==> src/rtl/hlt_pkg.sv <==
// Shared constants, codes and types of the heartbeat liveness table.
package hlt_pkg;

  localparam int PEERS  = 16;
  localparam int SLOT_W = $clog2(PEERS);
  localparam int CNT_W  = $clog2(PEERS + 1);
  localparam int TIME_W = 48;
  localparam int SUM_W  = TIME_W + 1;

  localparam int CFG_IDX_W  = 2;
  localparam int CFG_DATA_W = 32;

  localparam logic [1:0] OP_REGISTER = 2'd0;
  localparam logic [1:0] OP_REQUEST  = 2'd1;
  localparam logic [1:0] OP_RESPONSE = 2'd2;
  localparam logic [1:0] OP_CHECK    = 2'd3;

  localparam logic [2:0] ST_EMPTY   = 3'd0;
  localparam logic [2:0] ST_UNREG   = 3'd1;
  localparam logic [2:0] ST_REQ     = 3'd2;
  localparam logic [2:0] ST_RESP    = 3'd3;
  localparam logic [2:0] ST_TIMEOUT = 3'd4;
  localparam logic [2:0] ST_OFFLINE = 3'd5;

  localparam logic KIND_REQUEST = 1'b0;
  localparam logic KIND_OFFLINE = 1'b1;

  localparam logic [CFG_IDX_W-1:0] CFG_REGISTER_WAIT = 2'd0;
  localparam logic [CFG_IDX_W-1:0] CFG_REPLY_TIMEOUT = 2'd1;
  localparam logic [CFG_IDX_W-1:0] CFG_MAX_MISSES    = 2'd2;

  localparam logic [31:0] RESET_REGISTER_WAIT = 32'd10000;
  localparam logic [31:0] RESET_REPLY_TIMEOUT = 32'd3000;
  localparam logic [7:0]  RESET_MAX_MISSES    = 8'd3;

  typedef struct packed {
    logic [1:0]        op;
    logic [3:0]        peer;
    logic              in_range;
    logic [TIME_W-1:0] now;
  } cmd_t;

  typedef struct packed {
    logic [31:0] register_wait;
    logic [31:0] reply_timeout;
    logic [7:0]  max_misses;
  } cfg_t;

endpackage

==> src/rtl/hlt_intf.sv <==
// Valid/ready channel interfaces for operation items and result items.
interface hlt_in_if;
  logic        valid;
  logic        ready;
  logic [1:0]  op;
  logic [3:0]  peer;
  logic [47:0] now;

  modport source (output valid, op, peer, now, input ready);
  modport sink (input valid, op, peer, now, output ready);
endinterface

interface hlt_out_if;
  logic       valid;
  logic       ready;
  logic [3:0] peer_id;
  logic       kind;
  logic       last;

  modport source (output valid, peer_id, kind, last, input ready);
  modport sink (input valid, peer_id, kind, last, output ready);
endinterface

==> src/rtl/hlt_ram.sv <==
// Generic single-write, single-read RAM with registered read data.
module hlt_ram #(
  parameter int WIDTH = 8,
  parameter int DEPTH = 16
) (
  input  logic                     clk,
  input  logic                     we,
  input  logic [$clog2(DEPTH)-1:0] waddr,
  input  logic [WIDTH-1:0]         wdata,
  input  logic                     re,
  input  logic [$clog2(DEPTH)-1:0] raddr,
  output logic [WIDTH-1:0]         rdata
);

  logic [WIDTH-1:0] mem [DEPTH];

  always_ff @(posedge clk) begin
    if (we) begin
      mem[waddr] <= wdata;
    end
    if (re) begin
      rdata <= mem[raddr];
    end
  end

endmodule

==> src/rtl/hlt_front.sv <==
// Front end: accept operation items, classify them and queue them as commands.
module hlt_front (
  input  logic           clk,
  input  logic           rst,
  hlt_in_if.sink         items,
  output logic           cmd_valid,
  output hlt_pkg::cmd_t  cmd,
  input  logic           cmd_ready
);
  import hlt_pkg::*;

  localparam int DEPTH = 2;

  cmd_t       q [DEPTH];
  logic       wr_ptr;
  logic       rd_ptr;
  logic [1:0] count;
  logic       push;
  logic       pop;
  cmd_t       incoming;

  assign items.ready = (count != 2'(DEPTH));
  assign push        = items.valid && items.ready;
  assign cmd_valid   = (count != 2'd0);
  assign pop         = cmd_valid && cmd_ready;
  assign cmd         = q[rd_ptr];

  // Classify: flag slots that exist in the table
  always_comb begin
    incoming.op       = items.op;
    incoming.peer     = items.peer;
    incoming.in_range = (int'(items.peer) < PEERS);
    incoming.now      = items.now;
  end

  always_ff @(posedge clk) begin
    if (push) begin
      q[wr_ptr] <= incoming;
    end
  end

  always_ff @(posedge clk) begin
    if (rst) begin
      wr_ptr <= 1'b0;
      rd_ptr <= 1'b0;
      count  <= 2'd0;
    end else begin
      if (push) begin
        wr_ptr <= ~wr_ptr;
      end
      if (pop) begin
        rd_ptr <= ~rd_ptr;
      end
      if (push && !pop) begin
        count <= count + 2'd1;
      end else if (pop && !push) begin
        count <= count - 2'd1;
      end
    end
  end

endmodule

==> src/rtl/hlt_back.sv <==
// Back end: execute queued commands against the peer table and emit results.
module hlt_back (
  input  logic           clk,
  input  logic           rst,
  input  hlt_pkg::cfg_t  cfg,
  input  logic           cmd_valid,
  input  hlt_pkg::cmd_t  cmd,
  output logic           cmd_ready,
  hlt_out_if.source      results
);
  import hlt_pkg::*;

  localparam logic [1:0] S_IDLE  = 2'd0;
  localparam logic [1:0] S_SCAN  = 2'd1;
  localparam logic [1:0] S_FLUSH = 2'd2;

  logic [1:0]        state;
  logic [1:0]        cur_op;
  logic [TIME_W-1:0] cur_now;
  logic [CNT_W-1:0]  issue_cnt;
  logic              eval_valid;
  logic [SLOT_W-1:0] eval_idx;

  logic              hold_valid;
  logic [SLOT_W-1:0] hold_id;
  logic              hold_kind;

  logic              out_valid;
  logic [SLOT_W-1:0] out_id;
  logic              out_kind;
  logic              out_last;

  logic [2:0]        status [PEERS];
  logic [7:0]        misses [PEERS];

  logic              out_free;
  logic              pop;
  logic [SLOT_W-1:0] cmd_slot;
  logic [SLOT_W-1:0] rd_idx;
  logic [SLOT_W-1:0] issue_slot;
  logic [2:0]        cur_status;
  logic [7:0]        cur_miss;
  logic [7:0]        miss_inc;
  logic [TIME_W-1:0] reg_rdata;
  logic [TIME_W-1:0] req_rdata;
  logic [TIME_W-1:0] stamp;
  logic [31:0]       addend;
  logic              late;
  logic              produce;
  logic              res_kind;
  logic              st_we;
  logic [2:0]        st_new;
  logic              miss_we;
  logic              req_we;
  logic              reg_we;
  logic              stall;
  logic              eval_fire;
  logic              issuing;
  logic              scan_done;

  assign out_free   = !out_valid || results.ready;
  assign cmd_ready  = (state == S_IDLE);
  assign pop        = cmd_valid && cmd_ready;
  assign cmd_slot   = SLOT_W'(cmd.peer);
  assign issue_slot = issue_cnt[SLOT_W-1:0];
  assign rd_idx     = (state == S_IDLE) ? cmd_slot : eval_idx;
  assign cur_status = status[rd_idx];
  assign cur_miss   = misses[rd_idx];
  assign miss_inc   = (cur_miss == 8'hFF) ? cur_miss : cur_miss + 8'd1;

  assign stall     = eval_valid && produce && hold_valid && !out_free;
  assign eval_fire = eval_valid && !stall;
  assign issuing   = (state == S_SCAN) && (issue_cnt < CNT_W'(PEERS)) && !stall;
  assign scan_done = (state == S_SCAN) && (issue_cnt == CNT_W'(PEERS)) && !eval_valid;
  assign reg_we    = pop && (cmd.op == OP_REGISTER) && cmd.in_range;

  // Decide the outcome for the slot in the evaluate stage
  always_comb begin
    produce  = 1'b0;
    res_kind = KIND_REQUEST;
    st_we    = 1'b0;
    st_new   = cur_status;
    miss_we  = 1'b0;
    req_we   = 1'b0;
    stamp    = (cur_status == ST_UNREG) ? reg_rdata : req_rdata;
    addend   = (cur_status == ST_UNREG) ? cfg.register_wait : cfg.reply_timeout;
    late     = (({1'b0, stamp} + SUM_W'(addend)) < {1'b0, cur_now});
    case (cur_op)
      OP_REQUEST: begin
        if (cur_status inside {ST_REQ, ST_RESP, ST_TIMEOUT}) begin
          produce = 1'b1;
          st_we   = 1'b1;
          st_new  = ST_REQ;
          req_we  = 1'b1;
        end
      end
      OP_CHECK: begin
        if (cur_status == ST_UNREG && late) begin
          produce  = 1'b1;
          res_kind = KIND_OFFLINE;
          st_we    = 1'b1;
          st_new   = ST_OFFLINE;
        end else if (cur_status == ST_REQ && late) begin
          miss_we = 1'b1;
          st_we   = 1'b1;
          if (miss_inc > cfg.max_misses) begin
            st_new   = ST_OFFLINE;
            produce  = 1'b1;
            res_kind = KIND_OFFLINE;
          end else begin
            st_new = ST_TIMEOUT;
          end
        end
      end
      default: ;
    endcase
  end

  hlt_ram #(.WIDTH(TIME_W), .DEPTH(PEERS)) u_reg_stamp (
    .clk   (clk),
    .we    (reg_we),
    .waddr (cmd_slot),
    .wdata (cmd.now),
    .re    (issuing),
    .raddr (issue_slot),
    .rdata (reg_rdata)
  );

  hlt_ram #(.WIDTH(TIME_W), .DEPTH(PEERS)) u_req_stamp (
    .clk   (clk),
    .we    (eval_fire && req_we),
    .waddr (eval_idx),
    .wdata (cur_now),
    .re    (issuing),
    .raddr (issue_slot),
    .rdata (req_rdata)
  );

  // Table status and miss counts
  always_ff @(posedge clk) begin
    if (rst) begin
      for (int i = 0; i < PEERS; i++) begin
        status[i] <= ST_EMPTY;
        misses[i] <= 8'd0;
      end
    end else begin
      if (pop && cmd.in_range) begin
        case (cmd.op)
          OP_REGISTER: begin
            status[cmd_slot] <= ST_UNREG;
            misses[cmd_slot] <= 8'd0;
          end
          OP_RESPONSE: begin
            if (cur_status != ST_EMPTY && cur_status != ST_OFFLINE) begin
              status[cmd_slot] <= ST_RESP;
              misses[cmd_slot] <= 8'd0;
            end
          end
          default: ;
        endcase
      end
      if (eval_fire && st_we) begin
        status[eval_idx] <= st_new;
      end
      if (eval_fire && miss_we) begin
        misses[eval_idx] <= miss_inc;
      end
    end
  end

  // Sequencer and scan pipeline
  always_ff @(posedge clk) begin
    if (rst) begin
      state      <= S_IDLE;
      issue_cnt  <= '0;
      eval_valid <= 1'b0;
    end else begin
      case (state)
        S_IDLE: begin
          if (pop && (cmd.op == OP_REQUEST || cmd.op == OP_CHECK)) begin
            issue_cnt <= '0;
            state     <= S_SCAN;
          end
        end
        S_SCAN: begin
          if (issuing) begin
            issue_cnt  <= issue_cnt + CNT_W'(1);
            eval_valid <= 1'b1;
          end else if (eval_fire) begin
            eval_valid <= 1'b0;
          end
          if (scan_done) begin
            state <= hold_valid ? S_FLUSH : S_IDLE;
          end
        end
        S_FLUSH: begin
          if (out_free) begin
            state <= S_IDLE;
          end
        end
        default: state <= S_IDLE;
      endcase
    end
  end

  always_ff @(posedge clk) begin
    if (pop) begin
      cur_op  <= cmd.op;
      cur_now <= cmd.now;
    end
    if (issuing) begin
      eval_idx <= issue_slot;
    end
  end

  // Hold the newest result back one step so the final one can carry last
  always_ff @(posedge clk) begin
    if (rst) begin
      hold_valid <= 1'b0;
      out_valid  <= 1'b0;
    end else begin
      if (out_valid && results.ready) begin
        out_valid <= 1'b0;
      end
      if (eval_fire && produce) begin
        if (hold_valid) begin
          out_valid <= 1'b1;
        end
        hold_valid <= 1'b1;
      end
      if (state == S_FLUSH && out_free) begin
        out_valid  <= 1'b1;
        hold_valid <= 1'b0;
      end
    end
  end

  always_ff @(posedge clk) begin
    if (eval_fire && produce) begin
      if (hold_valid) begin
        out_id   <= hold_id;
        out_kind <= hold_kind;
        out_last <= 1'b0;
      end
      hold_id   <= eval_idx;
      hold_kind <= res_kind;
    end
    if (state == S_FLUSH && out_free) begin
      out_id   <= hold_id;
      out_kind <= hold_kind;
      out_last <= 1'b1;
    end
  end

  assign results.valid   = out_valid;
  assign results.peer_id = 4'(out_id);
  assign results.kind    = out_kind;
  assign results.last    = out_last;

endmodule

==> src/rtl/heartbeat_liveness_table.sv <==
// Top level of the heartbeat liveness table: configuration, front end and back end.
//
// Keeps the liveness of PEERS (16) peer slots. Each item on the items channel
// carries one operation: register, request round, response or check scan.
// Register and response are executed by the back end once they leave the
// two-entry command queue, and produce no result. A request round and a check
// scan walk every slot once through a two-stage pipeline (stamp RAM read, then
// evaluate), one slot at a time through the single read port of each stamp RAM;
// the back end takes no new command until the walk ends and any held result
// has passed to the output register. Results come out in rising slot order,
// one beat each, with last set on the final beat of an operation; an
// operation with nothing to report sends no beat. The most recent result is
// held back until the next one or the end of the walk so that last can be
// set, and a stalled results channel pauses the walk without losing anything.
// The front end keeps taking items while the back end is busy, until its
// queue is full. The stamp stores are not cleared at reset; they are always
// written before their contents are used. Write configuration through
// cfg_we / cfg_idx / cfg_data only while the block is idle.
module heartbeat_liveness_table (
  input  logic                            clk,
  input  logic                            rst,
  hlt_in_if.sink                          items,
  hlt_out_if.source                       results,
  input  logic                            cfg_we,
  input  logic [hlt_pkg::CFG_IDX_W-1:0]   cfg_idx,
  input  logic [hlt_pkg::CFG_DATA_W-1:0]  cfg_data
);
  import hlt_pkg::*;

  cfg_t cfg;
  logic cmd_valid;
  logic cmd_ready;
  cmd_t cmd;

  // Configuration registers; writes to an unknown index are dropped
  always_ff @(posedge clk) begin
    if (rst) begin
      cfg.register_wait <= RESET_REGISTER_WAIT;
      cfg.reply_timeout <= RESET_REPLY_TIMEOUT;
      cfg.max_misses    <= RESET_MAX_MISSES;
    end else if (cfg_we) begin
      case (cfg_idx)
        CFG_REGISTER_WAIT: cfg.register_wait <= cfg_data;
        CFG_REPLY_TIMEOUT: cfg.reply_timeout <= cfg_data;
        CFG_MAX_MISSES:    cfg.max_misses    <= cfg_data[7:0];
        default: ;
      endcase
    end
  end

  // Accept and classify items, queue them as commands
  hlt_front u_front (
    .clk       (clk),
    .rst       (rst),
    .items     (items),
    .cmd_valid (cmd_valid),
    .cmd       (cmd),
    .cmd_ready (cmd_ready)
  );

  // Execute commands against the table, drive the result beats
  hlt_back u_back (
    .clk       (clk),
    .rst       (rst),
    .cfg       (cfg),
    .cmd_valid (cmd_valid),
    .cmd       (cmd),
    .cmd_ready (cmd_ready),
    .results   (results)
  );

  // Reset leaves no result beat and no queued command behind
  assert property (@(posedge clk) rst |=> !results.valid && !cmd_valid)
    else $error("result or command pending after reset");

  // A scan command makes the back end busy, so it does not take a command straight after starting it
  assert property (@(posedge clk) disable iff (rst)
    cmd_valid && cmd_ready && (cmd.op == OP_REQUEST || cmd.op == OP_CHECK)
    |=> !cmd_ready)
    else $error("back end took a command straight after starting a scan");

  // The front end only refuses items when it holds queued commands
  assert property (@(posedge clk) disable iff (rst) !items.ready |-> cmd_valid)
    else $error("items refused with an empty command queue");

endmodule
==> src/flat_wrapper.sv <==
// flat-port wrapper written by rule: the top's interface ports become plain ports
module heartbeat_liveness_table_flat import hlt_pkg::*;
  (clk, rst, cfg_we, cfg_idx, cfg_data, items_valid, items_op, items_peer, items_now, items_ready, results_valid, results_peer_id, results_kind, results_last, results_ready);
  hlt_in_if items_i ();
  hlt_out_if results_i ();
  input  logic clk;
  input  logic rst;
  input  logic cfg_we;
  input  logic [hlt_pkg::CFG_IDX_W-1:0] cfg_idx;
  input  logic [hlt_pkg::CFG_DATA_W-1:0] cfg_data;
  input wire logic [$bits(items_i.valid)-1:0] items_valid;
  input wire logic [$bits(items_i.op)-1:0] items_op;
  input wire logic [$bits(items_i.peer)-1:0] items_peer;
  input wire logic [$bits(items_i.now)-1:0] items_now;
  output wire logic [$bits(items_i.ready)-1:0] items_ready;
  output wire logic [$bits(results_i.valid)-1:0] results_valid;
  output wire logic [$bits(results_i.peer_id)-1:0] results_peer_id;
  output wire logic [$bits(results_i.kind)-1:0] results_kind;
  output wire logic [$bits(results_i.last)-1:0] results_last;
  input wire logic [$bits(results_i.ready)-1:0] results_ready;
  assign items_i.valid = items_valid;
  assign items_i.op = items_op;
  assign items_i.peer = items_peer;
  assign items_i.now = items_now;
  assign items_ready = items_i.ready;
  assign results_valid = results_i.valid;
  assign results_peer_id = results_i.peer_id;
  assign results_kind = results_i.kind;
  assign results_last = results_i.last;
  assign results_i.ready = results_ready;
  heartbeat_liveness_table u_core (.clk(clk), .rst(rst), .items(items_i), .results(results_i), .cfg_we(cfg_we), .cfg_idx(cfg_idx), .cfg_data(cfg_data));
endmodule
==> config.mk <==
export PLATFORM = sky130hd
export DESIGN_NAME = heartbeat_liveness_table_flat
export DESIGN_NICKNAME = d
export VERILOG_FILES = /design/src/rtl/hlt_pkg.sv /design/src/rtl/hlt_intf.sv /design/src/rtl/hlt_ram.sv /design/src/rtl/hlt_front.sv /design/src/rtl/hlt_back.sv /design/src/rtl/heartbeat_liveness_table.sv /design/src/flat_wrapper.sv
export SDC_FILE = /design/constraint.sdc
export NUM_CORES = 2
export LEC_CHECK = 0
export ABC_AREA = 1
export BUFFER_PORTS_ARGS = -buffer_cell sky130_fd_sc_hd__buf_4
export CORE_MARGIN = 3
export CORE_UTILIZATION = 35
export CTS_BUF_LIST = sky130_fd_sc_hd__clkbuf_4 sky130_fd_sc_hd__clkbuf_8 sky130_fd_sc_hd__clkbuf_16
export DETAILED_ROUTE_END_ITERATION = 8
export PLACE_DENSITY = 0.58
export SYNTH_ARGS = -nofsm -noshare
export SYNTH_HDL_FRONTEND = slang
export SYNTH_SLANG_ARGS = --single-unit
==> constraint.sdc <==
create_clock -name clk -period 13.05 [get_ports clk]
set_input_delay 2.61 -clock clk [delete_from_list [all_inputs] [get_ports clk]]
set_output_delay 2.61 -clock clk [all_outputs]
set_load 0.02 [all_outputs]
==> flow_summary.ini <==
[yosys]
syn_area_per_cell_um2 = 12.13
yosysTopAreaCellShare = 0.7076
syn-num-nets = 7114
synth_top_family_by_area = simple AND/OR/NAND/NOR gates
yosysTopAreaCell = edfxtp_1
synth_seq_cells = 2068
synth_top_flop_cell = edfxtp_1
synth_edf_count = 1980
ys_seq_area_frac = 0.7286
synth_area_mm2 = 0.08402
synthTopCellsByArea = edfxtp_1 (71%), o21ai_0 (5.7%), nor2_1 (5.3%)
synthXorXnorAreaFrac = 0.005406
synth_compound_area_frac = 0.1008
synth_warnings = 0
synth_most_common_cell = edfxtp_1
postSynth.asyncResetShare = 0
synth-simple-area-share = 0.1211
synthMuxAreaShare = 0
synth.distinct_cells = 53
yosys-top-cells-count = edfxtp_1 (1980), nor2_1 (1180), nand2_1 (1002)
synthCells = 6929
synth-adder-area-share = 0.01379

[global_routing]
grt_pass1_vias = 52140
antenna_found_initial = 15
grtUsageMet3 = 0.03378
grt_overflow = 0
grt-busiest-layer = met2
grt_usage = 0.1980
gr-usage-met1 = 0.2845
grt_pass1_wl_um = 361600
grtUsageMet2 = 0.3087
grt_max_degree = 243

[die]
die-area_mm2 = 0.2460
io_pins = 101
core_mm2 = 0.2383
start_util = 0.3526
rows = 179
fp.dieW_um = 496.0
die_y_um = 496.0

[worst_setup_path]
worst_path_largest_cell_delay_ns = 0.87
critical-path-slowest-cell = nand2_2
cp.arrival_ns = 11.83
worstSetupPathType = flip-flop to flip-flop
cp-end-kind = flip-flop
worstPathMaxFanout = 56
critPathLaunchType = flip-flop
crit_top_cell = nand2_1
crit_required_ns = 13.54

[power_and_ir_drop]
finalPower_uw = 22120
switching_share = 0.3806
clock_power_share = 0.268
seq_power_share = 0.410
comb_power_share = 0.321
p_leak_uw = 0.03262
peakVddDrop_uv = 260.4
internal_power_uw = 13700
powerDensity_mw_per_mm2 = 232.5
p_sw_uw = 8417

[timing]
finalSetupViolCount = 0
fin_tns_setup_ns = 0
finClkSkew_ns = 0.05837
rsz0062_at_grt = false
fmax_mhz = 88.20
drv_slew = 0
fin_crit_ns = 11.34
hold_violations = 0
timing.hold.ws_ns = 0.4492
fin_crit_sh = 0.8688
tightest_slew_ns = 1.175
relSlewSlack = 0.2164

[place]
dp_hpwl_um = 147400
place.gp.congestion = 0.9286
io_buffer_count = 100

[cts]
h-tree-depth = 4
cts-root-buf = clkbuf_16
cts_hold_buf = 0
clock_sinks = 2068
cts.clk_slew.worst_paths_ns = 0.06
tritoncts = yes
cts_buffer_depth = 3
cts_setup_buffers = 0
cts_resized = 0
clk_latency_ns = 0.87
numCtsBuffers = 206

[detailed_routing]
wl_per_cell_um = 24.29
via_count = 55850
drtIter0Drc = 7010
vias_per_cell = 5.431
drc = 0
finalWirelength_um = 249800
dr.pass1.iters = 6
antenna_left = 0

[finish]
drive_above_1_share = 0.09044
fill_cells = 22320
final_net_count = 7128
area_growth_pct = 13.21

[run]
maxCapViolCount = 0

[run_status]
status = finished, final reports clean

[worst_hold_path]
hp-class = flip-flop to flip-flop
## critical path, delay by kind of cell (launching register included)
kind | cells | cell delay (ns)
flops | 1 | 0.83
fa+ha+maj | 2 | 0.60
simple gates | 30 | 5.05
buf+inv | 4 | 1.46
compound gates | 11 | 2.83
xor+xnor | 1 | 0.09
## final timing paths
check | startpoint | to | slack (ns) | cells past startpoint
setup / recovery | flip-flop | u_core.u_back.u_req_stamp.mem[15][34]$_DFFE_PP_ | 1.71 | 48
hold / removal | u_core.u_back.hold_id[2]$_DFFE_PP_ | u_core.u_back.results.peer_id[2]$_DFFE_PP_ | 0.45 | 0
setup reg to reg | flip-flop | u_core.u_back.u_req_stamp.mem[15][34]$_DFFE_PP_ | 1.71 | 48
hold reg to reg | u_core.u_back.hold_id[2]$_DFFE_PP_ | u_core.u_back.results.peer_id[2]$_DFFE_PP_ | 0.45 | 0
## per-layer routing
| metal | part of all wire | wire [µm] |
|---|---|---|
| met3 | 0.084 | 21010 |
| met1 | 0.43 | 107600 |
| met4 | 0.028 | 7065 |
| met2 | 0.46 | 114100 |
| met5 | 0.000052 | 13 |
## layout make-up
| class | instances | area (µm²) | area share |
|---|---|---|---|
| inverters | 245 | 948.4 | 0.009970 |
| repair buffers | 215 | 1639 | 0.01723 |
| clock buffers | 253 | 5562 | 0.05847 |
| multi-input cells | 4207 | 20530 | 0.2158 |
| well taps | 3167 | 3963 | 0.04166 |
| clock inverters | 122 | 1235 | 0.01298 |
| diodes | 7 | 17.52 | 0.0001841 |
| flip-flops and latches | 2068 | 61230 | 0.6437 |
## registers in the layout, indices dropped and copies added, names as in the netlist, 2 cells and up, named ones only
signal,cells
u_core.u_back.u_reg_stamp.mem,768
u_core.u_back.u_req_stamp.mem,768
u_core.u_back.misses,128
u_core.u_front.q,108
u_core.cfg,72
u_core.u_back.cur_now,48
u_core.u_back.status,48
u_core.u_back.u_reg_stamp.rdata,48
u_core.u_back.u_req_stamp.rdata,48
u_core.u_back.issue_cnt,5
u_core.u_back.eval_idx,4
u_core.u_back.hold_id,4
u_core.u_back.results.peer_id,4
u_core.u_back.cur_op,2
u_core.u_back.state,2
u_core.u_front.count,2
## through the flow
stage	std cells	util	setup WS, ns	area (µm²)
6_report	10280	0.3992	1.712	95120
5_1_grt	10280	0.3991	0.6332	95110
4_1_cts	10280	0.3991	1.760	95110
3_5_place_dp	9902	0.3706	1.774	88310
3_3_place_gp	9902	0.3706	2.004	88310
2_1_floorplan	6929	-	2.410	84020
## cells by family (layout without fill, tap and decap cells)
kind of cell | after synthesis | count (layout)
flip-flops | 2068 | 2068
XOR/XNOR | 51 | 51
AND/OR/NAND/NOR | 2514 | 2514
buffers and inverters | 654 | 835
other | 0 | 7
AO/OA/AOI/OAI | 1550 | 1550
adder cells (fa/ha/maj) | 92 | 92
## cells in the final DEF (no fill, tap or decap), drive strengths merged, types with 7 or more instances in the layout
master	synthesis	layout
a21oi	113	113
buf	42	215
bufinv	0	16
clkbuf	367	253
clkinv	4	100
dfxtp	88	88
diode	0	7
edfxtp	1980	1980
ha	91	91
inv	241	247
nand2	1021	1021
nand3	110	110
nand3b	12	12
nand4	140	140
nor2	1185	1185
nor3	32	32
nor4	7	7
o211ai	19	19
o21ai	972	972
o221ai	17	17
o22ai	400	400
xnor2	18	18
xor2	33	33
## power by group through the flow
stage | clock network [µW] | logic (µW) | registers (µW)
after floorplan | 0 | 4500 | 8850
after global placement | 0 | 6940 | 9200
after detailed placement | 0 | 7000 | 9210
after CTS | 6020 | 7040 | 9070
after global routing | 6300 | 7810 | 9100
final | 5930 | 7110 | 9080
Power figures use the tool's default switching activity.
